**src/design/csl_pkg.sv**
```systemverilog
`timescale 1ns / 1ps
package csl_pkg;

  typedef struct packed {
    logic [7:0] character;
    logic       word_end;
  } in_word_t;

  typedef struct packed {
    logic [5:0] token_code;
    logic       last_of_run;
  } out_word_t;

  typedef enum logic [3:0] {
    M_IDLE   = 4'd0,
    M_IDENT  = 4'd1,
    M_NUM    = 4'd2,
    M_NUMDOT = 4'd3,
    M_OP     = 4'd4,
    M_Q1     = 4'd5,
    M_Q2     = 4'd6
  } scan_mode_e;

  localparam int unsigned KwCount = 11;
  localparam logic [5:0] TK_UNKNOWN = 6'd0;
  localparam logic [5:0] TK_IDENT   = 6'd41;
  localparam logic [5:0] TK_INT     = 6'd42;
  localparam logic [5:0] TK_FLOAT   = 6'd43;
  localparam logic [5:0] TK_CHARLIT = 6'd44;

  // Bundle of up to four tokens produced by one input word.
  typedef struct packed {
    logic [2:0]      count;
    logic [3:0][5:0] code;
  } tok_group_t;

  // Lexer state carried from one word to the next.
  typedef struct packed {
    scan_mode_e        mode;
    logic [3:0]        len;
    logic [KwCount-1:0] kw;
    logic [7:0]        pend;
    logic              flt;
  } lex_state_t;

  function automatic logic [7:0] kw_char(input logic [3:0] k, input logic [3:0] p);
    logic [7:0] c;
    c = 8'd0;
    case (k)
      4'd0: case (p) 4'd0: c = "w"; 4'd1: c = "h"; 4'd2: c = "i"; 4'd3: c = "l";
                     4'd4: c = "e"; default: c = 8'd0; endcase
      4'd1: case (p) 4'd0: c = "f"; 4'd1: c = "o"; 4'd2: c = "r"; default: c = 8'd0; endcase
      4'd2: case (p) 4'd0: c = "c"; 4'd1: c = "o"; 4'd2: c = "n"; 4'd3: c = "t";
                     4'd4: c = "i"; 4'd5: c = "n"; 4'd6: c = "u"; 4'd7: c = "e";
                     default: c = 8'd0; endcase
      4'd3: case (p) 4'd0: c = "b"; 4'd1: c = "r"; 4'd2: c = "e"; 4'd3: c = "a";
                     4'd4: c = "k"; default: c = 8'd0; endcase
      4'd4: case (p) 4'd0: c = "i"; 4'd1: c = "f"; default: c = 8'd0; endcase
      4'd5: case (p) 4'd0: c = "e"; 4'd1: c = "l"; 4'd2: c = "s"; 4'd3: c = "e";
                     default: c = 8'd0; endcase
      4'd6: case (p) 4'd0: c = "f"; 4'd1: c = "l"; 4'd2: c = "o"; 4'd3: c = "a";
                     4'd4: c = "t"; default: c = 8'd0; endcase
      4'd7: case (p) 4'd0: c = "i"; 4'd1: c = "n"; 4'd2: c = "t"; default: c = 8'd0; endcase
      4'd8: case (p) 4'd0: c = "c"; 4'd1: c = "h"; 4'd2: c = "a"; 4'd3: c = "r";
                     default: c = 8'd0; endcase
      4'd9: case (p) 4'd0: c = "v"; 4'd1: c = "o"; 4'd2: c = "i"; 4'd3: c = "d";
                     default: c = 8'd0; endcase
      4'd10: case (p) 4'd0: c = "r"; 4'd1: c = "e"; 4'd2: c = "t"; 4'd3: c = "u";
                      4'd4: c = "r"; 4'd5: c = "n"; default: c = 8'd0; endcase
      default: c = 8'd0;
    endcase
    return c;
  endfunction

  function automatic logic [3:0] kw_len(input logic [3:0] k);
    logic [3:0] l;
    case (k)
      4'd0, 4'd3, 4'd6: l = 4'd5;
      4'd1, 4'd7: l = 4'd3;
      4'd2: l = 4'd8;
      4'd4: l = 4'd2;
      4'd5, 4'd8, 4'd9: l = 4'd4;
      4'd10: l = 4'd6;
      default: l = 4'd0;
    endcase
    return l;
  endfunction

endpackage

```
**src/design/csl_back.sv**
```systemverilog
`timescale 1ns / 1ps
// Hold token groups in a short queue and hand out one token per pop.
module csl_back (
  input  logic                 clk_i,
  input  logic                 rst_ni,
  input  logic                 grp_valid_i,
  input  csl_pkg::tok_group_t  grp_i,
  output logic                 grp_full_o,
  output logic                 empty_o,
  input  logic                 pop_i,
  output csl_pkg::out_word_t   out_word_o
);
  import csl_pkg::*;

  localparam int unsigned Depth = 2;

  tok_group_t  mem_q [Depth];
  logic        wr_q, rd_q;
  logic [1:0]  cnt_q;
  logic [1:0]  pos_q;
  tok_group_t  head;
  logic        do_push, do_pop, grp_done;

  assign head       = mem_q[rd_q];
  assign empty_o    = (cnt_q == 2'd0);
  assign grp_full_o = (cnt_q == 2'(Depth));
  assign do_push    = grp_valid_i;
  assign do_pop     = pop_i && !empty_o;
  assign grp_done   = do_pop && (3'({1'b0, pos_q}) + 3'd1 == head.count);

  assign out_word_o.token_code  = head.code[pos_q];
  assign out_word_o.last_of_run = (3'({1'b0, pos_q}) + 3'd1 == head.count);

  // Store incoming groups.
  always_ff @(posedge clk_i) begin
    if (do_push) mem_q[wr_q] <= grp_i;
  end

  // Advance pointers and the position inside the head group.
  always_ff @(posedge clk_i or negedge rst_ni) begin
    if (!rst_ni) begin
      wr_q  <= 1'b0;
      rd_q  <= 1'b0;
      cnt_q <= 2'd0;
      pos_q <= 2'd0;
    end else begin
      if (do_push) wr_q <= !wr_q;
      if (grp_done) begin
        rd_q  <= !rd_q;
        pos_q <= 2'd0;
      end else if (do_pop) begin
        pos_q <= pos_q + 2'd1;
      end
      cnt_q <= cnt_q + 2'(do_push) - 2'(grp_done);
    end
  end

endmodule

```
**config.mk**
```make
export PLATFORM = sky130hd
export DESIGN_NAME = csl_back
export DESIGN_NICKNAME = d
export VERILOG_FILES = /design/src/design/csl_pkg.sv /design/src/design/csl_back.sv
export SDC_FILE = /design/constraint.sdc
export NUM_CORES = 1
export LEC_CHECK = 0
export BUFFER_PORTS_ARGS = -buffer_cell sky130_fd_sc_hd__buf_2
export CORE_MARGIN = 2
export CORE_UTILIZATION = 55
export CTS_CLUSTER_DIAMETER = 200
export CTS_CLUSTER_SIZE = 14
export DETAILED_ROUTE_END_ITERATION = 6
export GPL_TIMING_DRIVEN = 0
export MAX_ROUTING_LAYER = met4
export PLACE_DENSITY = 0.84
export SLEW_MARGIN = 30
export SYNTH_ARGS = -nofsm -noshare
export SYNTH_HDL_FRONTEND = slang
export SYNTH_SLANG_ARGS = --single-unit
```
**constraint.sdc**
```tcl
create_clock -name clk_i -period 5.8 [get_ports clk_i]
set_clock_uncertainty 0.2 [all_clocks]
set_input_delay 0.29 -clock clk_i [delete_from_list [all_inputs] [get_ports clk_i]]
set_output_delay 0.29 -clock clk_i [all_outputs]
set_load 0.05 [all_outputs]
```
==> metrics, run 1 <==
Setup crit start kind flip-flop; Mapped Nets 147; TritonCTS clock tree yes; area of the core region ~4300 µm²; combinational cell fraction of total power 39.8%; buffers plus inverters on the worst setup path 3; post-route design area 3180 µm²; Yosys warnings 0; kind of capture point of the worst setup path primary output; power density normalized to cell area 498 nW/µm²; cell area after placement 2710 µm²; # DRC 0; setup repair after global routing missed its margin no; internal power 0.00102 W; number of failing setup endpoints in the final timing report 0; DR vias 1342; leakage power of the design ~1.2 nW; run status finished, final reports clean; cell type with the highest occurrence count on the critical path clkbuf_1; number of cells upsized or downsized after cts 0; portion of the post-synthesis area used by sequential elements 73.5%; average wire per standard cell 17.4 µm; via count of the first global-routing pass 1464; antenna violations before repair 0; I/O pin total 40; required time worst endpoint 5310 ps; CP Cell Sequence clkbuf_1 -> clkbuf_1 -> mux4_1 -> mux2_2 -> buf_2; highest net fanout along the worst path 10; placer congestion estimate 0.753; number of failing hold endpoints at the final stage 0; Buffers on Ports 39; WP data arrival 2350 ps; largest net degree at the start of global routing 28; number of fillers in the final layout around 260; remaining global-route overflow 0; die boundary width 70.2 µm; half-perimeter wire length after detailed placement 2740 µm; hold crit path type in -> async; final count of pins violating max slew 0; number of nets at the end of the flow 227; routed wl met2 roughly 2400 µm; post-synthesis cell count 113; wire length of the first global-routing pass 7020 µm; maxcap violations 0; ant diodes 0; ratio of cells with drive above 1 in the final layout 32.8%; wirelength, routed roughly 4400 µm; register area 1770 µm²; height of the chip 70.2 µm; Clk pwr share 21.3%; met3 routed WL 168 µm; area of combinational cells with multiple inputs roughly 600 µm²; uppermost layer routed met4; Slew HR 56.5%; stage delay of the slowest cell on the critical path 460 ps; met1 WL 1700 µm; Post-Synthesis Cell Area 2410 µm²; crit path time final 2840 ps; cell type of the slowest stage on the worst timing path clkbuf_1; insertion delay to the later sink of the worst-skew pair 310 ps; delay-heaviest family, CP buffers and inverters; Worst-Margin Slew 653 ps; CTS buffer count 9; Synth cell types 21; syn_area_per_cell around 21 µm²; area delta synth->final 31.9%; clock-pin slew of the registers on the worst-case setup and hold paths 60 ps; total global-route track usage 20.1%; via/cell ratio 5.37; Sw Pwr 0.000562 W; total negative slack for setup checks 0 ps; achievable clock frequency 0.352 GHz; drt pass-1 iters 4; Antenna Violating Nets Remaining 0; number of standard-cell rows in the floorplan 24; sequential share of power 38.9%; worst-case vdd ir drop 0.000227 V; register bit total from synthesis 60; clock sinks 60; violation count after the first detailed-routing iteration 68; switching power share of the total a little over a third; crit share post-route 49.0%; effective utilization at floorplan 56.1%; clock tree root driver cell clkbuf_8; CP Class reg -> out; area enclosed by the die boundary between 4000 and 5000 µm²; H-Tree Depth 3; worst-case clock buffer depth 2
## registers in the layout, summed over array words and instances, names as in the netlist
name,count
cnt_q,2
wr_q,1
rd_q,1
pos_q,2
mem_q,54
## per-layer routing
layer  global-route usage (%)  vias to the layer above
met5                        -                        -
met4                     12.2                        0
met3                     4.62                       12
met2                     33.8                       47
met1                     21.8                      663
li1                         -                      620
## what timing repair did
item,4_1_cts,5_1_grt
endpoints found under the setup margin,0,0
hold endpoints to repair,61,0
hold buffers,29,0
setup buffers,0,0
## through the flow
stage          hold slack [ps]  setup WS (ps)  total power [W]  std cells  util [%]
6_report                   130           2960          0.00158        250      74.0
3_3_place_gp             -86.7           3020          0.00120        204      62.2
2_1_floorplan             -206           3350          0.00109        113         -
3_5_place_dp             -77.3           3280          0.00124        205      63.1
4_1_cts                    110           2920          0.00160        250      74.0
5_1_grt                    124           2810          0.00166        250      74.0
## kinds of logic after synthesis
kind of cell / share of synthesized area, %
and+or+nand+nor: 2.44
xor gates and xnor gates: 2.54
DFF: 73.5
buffers and inverters: 2.23
adders and majority gates: 1.56
AOI/OAI and AO/OA: 0.623
muxes: 17.1
## Yosys cell counts, drive strengths merged
cell,count,area share [%]
edfxtp,54,67
mux4,12,13
mux2i,3,1.2
xor2,3,1.1
clkbuf,2,0.31
and2,1,0.26
nand4,1,0.26
nor2b,3,0.78
or2,1,0.26
mux2,6,2.8
xnor2,4,1.5
nor2,1,0.16
dfrtp,6,6.2
o21ai,3,0.62
buf,3,1.5
nand2,3,0.47
ha,3,1.6
and3,1,0.26
inv,3,0.47
## power groups by stage
stage                     clock (W)  sequential, W  combinational (W)
after floorplan                   0       0.000610           0.000478
after global placement            0       0.000615           0.000581
after detailed placement          0       0.000624           0.000618
after CTS                  0.000345       0.000615           0.000636
after global routing       0.000364       0.000624           0.000669
final                      0.000336       0.000616           0.000631
## cell type report
cell class | count | area share (%)
clock inverter | 7 | 1.81
multi-input combinational | 45 | 18.7
timing repair buffer | 69 | 16.1
clock buffer | 9 | 3.90
tap | 52 | 2.05
inverter | 3 | 0.354
buffer | 5 | 1.34
sequential | 60 | 55.7
## path summary, 6_finish.rpt
check	from	to	slack, ps	cells past startpoint
max	pos_q[0]	out_word_o[4]	2960	5
min	rst_ni	rd_q	130	2
max reg2reg	rd_q	cnt_q[1]	3600	10
min reg2reg	cnt_q[1]	cnt_q[1]	330	1
max in group asynchronous	rst_ni	cnt_q[0]	5120	2
min in group clk_i	pop_i	pos_q[0]	170	4
## placed cells by master (no fill, tap or decap), drive strengths merged
cell type,n
and2,1
mux2i,3
o21ai,3
edfxtp,54
buf,43
nand4,1
nor2,1
clkbuf,11
dlygate4sd3,29
nand2,3
and3,1
nor2b,3
clkinv,6
bufinv,1
inv,3
mux2,6
mux4,12
dfrtp,6
xnor2,4
xor2,3
ha,3
or2,1
Power figures use the tool's default switching activity.
==> run 2: changes to the inputs <==
Settings changed: ABC_AREA from default to 1, CORE_UTILIZATION 55 to 50, PLACE_DENSITY 0.84 to 0.81.
Clock period 5.8 ns to 2.5 ns, I/O delays scaled along.
==> metrics, run 2 <==
Post-synth ARST share between 10% and 20%; number of failing hold endpoints at the final stage 0; TritonCTS clock tree yes; share of the synthesized area in the top cell type approximately two thirds; worst-case clock buffer depth 2; worst-case vdd ir drop around 0.0011 V; endpoint of the worst hold path mem_q[1][25]; remaining global-route overflow 0; number of failing setup endpoints in the final timing report 0; area delta synth->final 31.1%; Post-Synthesis Cell Area 2490 µm²; CP Class reg -> reg; half-perimeter wire length after detailed placement between 3000 and 4000 µm; most common cell after layout, fill and taps aside edfxtp_1; number of cells upsized or downsized after cts 0; number of nets at the end of the flow ~330; post-synthesis cell count about 210; highest net fanout along the worst path 8; I/O pin total 40; placer congestion estimate 0.754; leakage power of the design between 1 and 1.5 nW; fin util 68.8%; Design Power 0.00389 W; kind of capture point of the worst setup path flip-flop; count of placed standard cells in the final layout, fillers left out 367; # DRC 0; number of standard-cell rows in the floorplan 25; portion of the post-synthesis area used by sequential elements around 70%; maxcap violations 0; count of cells along the worst hold path 2; required time worst endpoint 2520 ps; worst flop-to-flop path startpoint pos_q[0]; Antenna Violating Nets Remaining 0; area enclosed by the die boundary 5570 µm²; number of flops mapped to enable cells by yosys 54; register bit total from synthesis 60; hold crit path type in -> reg; flip-flop count of the largest register, all copies and words added 54; hold_sp grp_i[25]; antenna violations before repair 0; WP data arrival around 2400 ps; most numerous cell in the Yosys netlist edfxtp_1; internal power 0.00221 W; clock-pin slew of the registers on the worst-case setup and hold paths 60 ps; die boundary width 74.6 µm; ratio of cells with drive above 1 in the final layout 21.0%; via/cell ratio about 5.1; Setup crit start kind flip-flop; synth top area cells edfxtp_1 65%, nand2_1 6.3%, dfrtp_1 6.0%; Buffers on Ports 39; crit path time final 2350 ps; wirelength, routed 5460 µm; clock tree root driver cell clkbuf_8; Yosys warnings 0; hold_buf cts 31; run status finished, final reports clean; Worst-Margin Slew 608 ps; Synth cell types 19; largest area contributor in the netlist edfxtp_1; total instance count after detailed placement between 300 and 400; post-route design area 3270 µm²; Crit Reg-Reg Endpoint cnt_q[1]; area of the core region about 4800 µm²; sequential share of power 37.1%; wire length of the first global-routing pass 8540 µm; clock sinks 60; Slew HR 59.4%; crit share post-route 94.1%; largest registers mem_q: 54 flops, cnt_q: 2 flops, pos_q: 2 flops; drt pass-1 iters 4; Worst Setup Slack post-DPL 161 ps; violation count after the first detailed-routing iteration 170; synth cell count leaders 54 x edfxtp_1, 42 x nand2_1, 29 x nor2_1, 18 x o21ai_0, 15 x inv_1; syn_area_per_cell 11.7 µm²; register ranked first by flip-flop count mem_q; Clk pwr share 17.9%; Worst R2R Path Depth 11; final worst slack around 150 ps; insertion delay to the later sink of the worst-skew pair 330 ps; ant diodes 0; effective utilization at floorplan around 52%; setup repair after global routing missed its margin no; Mapped Nets approximately 250; cell area after placement 2810 µm²; highest-count cells in the layout ignoring fill and taps 54 x edfxtp_1, 43 x buf_2, 42 x nand2_1; primary flip-flop cell chosen by synthesis mapping edfxtp_1; via count of the first global-routing pass 1873; combinational cell fraction of total power about 45%; final count of pins violating max slew 0; average wire per standard cell 14.9 µm; height of the chip 74.6 µm; slack of the worst reg-to-reg path 150 ps; Sw Pwr 0.00168 W; DR vias 1863; largest net degree at the start of global routing 28; achievable clock frequency 0.425 GHz; number of buffers inserted by post-CTS setup repair 0; switching power share of the total 43.2%; power density normalized to cell area 1190 nW/µm²; total global-route track usage 22.3%; H-Tree Depth 3; CTS buffer count 9
run 2: cell count changes in the layout (fill, tap and decap cells not counted), sizes merged, moves of 5 or more:
cell,before,now
inv,3,17
o21ai,3,24
mux2,6,0
nand3,0,11
o22ai,0,12
buf,43,48
mux4,12,0
nand2,3,42
nor2,1,29
run 2: layout make-up:
| class | count | area, µm² |
|---|---|---|
| clock inverter | 5 | 18.8 |
| tap | 67 | 83.8 |
| buffer | 9 | 58.8 |
| multi-input combinational | 127 | 611 |
| timing repair buffer | 71 | 533 |
| inverter | 17 | 63.8 |
| fill | 369 | 1480 |
| clock buffer | 11 | 131 |
| sequential | 60 | 1770 |
run 2: how the worst max path moves through the flow:
stage,from,endpoint,slack [ps],cells after the start
floorplan,cnt_q[1],cnt_q[1],270,9
global placement,wr_q,mem_q[0][5],-330,1
detailed placement,pos_q[0],cnt_q[1],160,11
CTS,pos_q[0],cnt_q[1],150,11
global route,pos_q[0],cnt_q[1],80,11
finish,pos_q[0],cnt_q[1],150,11
run 2: power groups by stage:
stage / sequential, W / combinational, W / clock, W
after floorplan: 0.00143 / 0.00126 / 0
after global placement: 0.00146 / 0.00163 / 0
after detailed placement: 0.00146 / 0.00170 / 0
after CTS: 0.00144 / 0.00175 / 0.000692
after global routing: 0.00146 / 0.00190 / 0.000757
final: 0.00145 / 0.00175 / 0.000699
run 2: worst max-delay path: stages, from the launching register on:
cell,delay (ps)
dfrtp_1,490
ha_1,400
inv_1,80
nand3_1,90
nand2_1,70
nand4_1,120
inv_1,60
ha_1,260
inv_1,40
ha_1,170
xnor2_1,130
xor2_1,140
run 2: metal layers:
metal | wire length (µm) | share of wire, % | vias to the layer above | GRT usage, %
li1 | - | - | 908 | -
met1 | 2320 | 42 | 900 | 25.5
met2 | 2830 | 52 | 47 | 37.7
met3 | 211 | 3.9 | 8 | 5.35
met4 | 99 | 1.8 | 0 | 9.72
met5 | 0 | 0 | - | -
run 2: logic make-up (layout without fill, tap and decap cells):
logic type | after synthesis | in the layout | share of synthesized area (%)
AOI/OAI and AO/OA | 36 | 36 | 7.82
xor gates and xnor gates | 3 | 3 | 1.05
adders and majority gates | 3 | 3 | 1.50
buffers and inverters | 26 | 113 | 4.91
DFF | 60 | 60 | 71.0
and+or+nand+nor | 85 | 85 | 13.7
run 2: metrics by stage:
stage | hold WS (ps) | TNS, ps
2_1_floorplan | -371 | 0
6_report | 309 | 0
5_1_grt | 312 | 0
3_5_place_dp | -237 | 0
3_3_place_gp | -244 | -8810
4_1_cts | 302 | 0
==> run 3: changes to the inputs <==
Settings changed: PLACE_DENSITY 0.81 to 0.75.
==> metrics, run 3 (same netlist as run 2, synthesis figures left out) <==
WP data arrival 2360 ps; TritonCTS clock tree yes; CTS buffer count 9; achievable clock frequency ~0.43 GHz; remaining global-route overflow 0; insertion delay to the later sink of the worst-skew pair 330 ps; antenna violations before repair 0; wire length of the first global-routing pass 7970 µm; cell area after placement 2810 µm²; Sw Pwr around 0.0017 W; required time worst endpoint around 2600 ps; worst-case vdd ir drop 0.000773 V; total instance count after detailed placement 320; hold_sp grp_i[10]; Buffers on Ports 39; Worst-Margin Slew about 600 ps; clock tree root driver cell clkbuf_8; hold crit path type in -> reg; count of cells along the worst hold path 2; buffers plus inverters on the worst setup path 3; CP Class reg -> reg; number of cells upsized or downsized after cts 0; average wire per standard cell 13.9 µm; combinational cell fraction of total power about two fifths; kind of capture point of the worst setup path flip-flop; crit share post-route 92.1%; flip-flop count of the largest register, all copies and words added between 50 and 60; number of failing hold endpoints at the final stage 0; post-route design area 3340 µm²; half-perimeter wire length after detailed placement 3260 µm; run status finished, final reports clean; register ranked first by flip-flop count mem_q; number of nets at the end of the flow 329; total negative slack for setup checks 0 ps; total global-route track usage approximately a fifth; stage delay of the slowest cell on the critical path approximately 470 ps; number of standard-cell rows in the floorplan 25; highest-count cells in the layout ignoring fill and taps 54 x edfxtp_1, 43 x buf_2, 42 x nand2_1; height of the chip 74.6 µm; worst-case clock buffer depth 2; sequential share of power about a third; maxcap violations 0; die boundary width 74.6 µm; drt pass-1 iters 5; count of placed standard cells in the final layout, fillers left out 367; internal power 0.00246 W; switching power share of the total approximately two fifths; power density normalized to cell area 1230 nW/µm²; I/O pin total 40; Setup crit start kind flip-flop; largest net degree at the start of global routing 28; cell type of the slowest stage on the worst timing path dfrtp_1; launching element of the worst setup path pos_q[0]; largest registers mem_q: 54 flops, cnt_q: 2 flops, pos_q: 2 flops; ratio of cells with drive above 1 in the final layout 22.7%; number of failing setup endpoints in the final timing report 0; number of buffers inserted by post-CTS setup repair 0; register area 1770 µm²; clock-pin slew of the registers on the worst-case setup and hold paths around 70 ps; number of cells on the critical path 11; Worst R2R Path Depth 11; H-Tree Depth 3; Slew HR 60.3%; wirelength, routed 5120 µm; final count of pins violating max slew 0; violation count after the first detailed-routing iteration 105; via/cell ratio 4.99; ant diodes 0; area of the core region 4750 µm²; Antenna Violating Nets Remaining 0; area enclosed by the die boundary 5570 µm²; most common cell after layout, fill and taps aside edfxtp_1; # DRC 0; hold_buf cts 31; crit path time final 2300 ps; area of combinational cells with multiple inputs 611 µm²; leakage power of the design ~1.4 nW; CP Cell Sequence ha_1 -> inv_1 -> nand3_1 -> nand2_1 -> nand4_1 -> inv_1 -> ha_1 -> inv_1 -> ha_1 -> xnor2_1 -> xor2_1; clock sinks 60; via count of the first global-routing pass approximately 1800; effective utilization at floorplan 52.5%; highest net fanout along the worst path 8; number of fillers in the final layout 355; delay-heaviest family, CP adder cells; area delta synth->final 33.9%; placer congestion estimate between 0.8 and 0.9; worst flop-to-flop path startpoint pos_q[0]; fin util between 70% and 80%; DR vias 1830; setup repair after global routing missed its margin no; Clk pwr share between 20% and 30%
## run 3: changes by cell type in the layout (fill, tap and decap cells not counted), sizes merged
cell | previous run | this run
clkinvlp | 0 | 1
clkbuf | 12 | 13
clkinv | 5 | 1
bufinv | 0 | 2
## run 3: cell type report
type,count,area share (%)
inverters,17,1.91
multi-input cells,127,18.3
flip-flops and latches,60,53.1
repair buffers,71,16.0
clock inverters,4,2.17
plain buffers,9,1.76
well taps,67,2.51
clock buffers,12,4.35
## run 3: metal layers
layer / vias to the layer above / GRT usage (%) / routed length [µm]
li1: 908 / - / -
met1: 852 / 23.8 / 2110
met2: 60 / 33.6 / 2640
met3: 10 / 4.42 / 247
met4: 0 / 13.5 / 121
met5: - / - / 0
## run 3: final timing paths
check,endpoint,slack (ps)
max,cnt_q[1],200
min,mem_q[1][10],310
max reg2reg,cnt_q[1],200
min reg2reg,wr_q,350
max in group asynchronous,wr_q,1340
min in group asynchronous,pos_q[1],520
## run 3: power groups by stage
stage	logic, W	clock network [W]	registers, W
6_report	0.00173	0.000942	0.00145
5_1_grt	0.00190	0.000989	0.00147
4_1_cts	0.00173	0.000954	0.00144
3_5_place_dp	0.00169	0	0.00146
3_3_place_gp	0.00163	0	0.00146
2_1_floorplan	0.00126	0	0.00143
## run 3: stage by stage
step | hold slack [ps] | total power [W] | setup WS, ps
CTS | 300 | 0.00413 | 199
global route | 316 | 0.00435 | 24.2
global placement | -244 | 0.00309 | -340
floorplan | -371 | 0.00270 | 270
detailed placement | -242 | 0.00316 | 210
finish | 312 | 0.00412 | 197
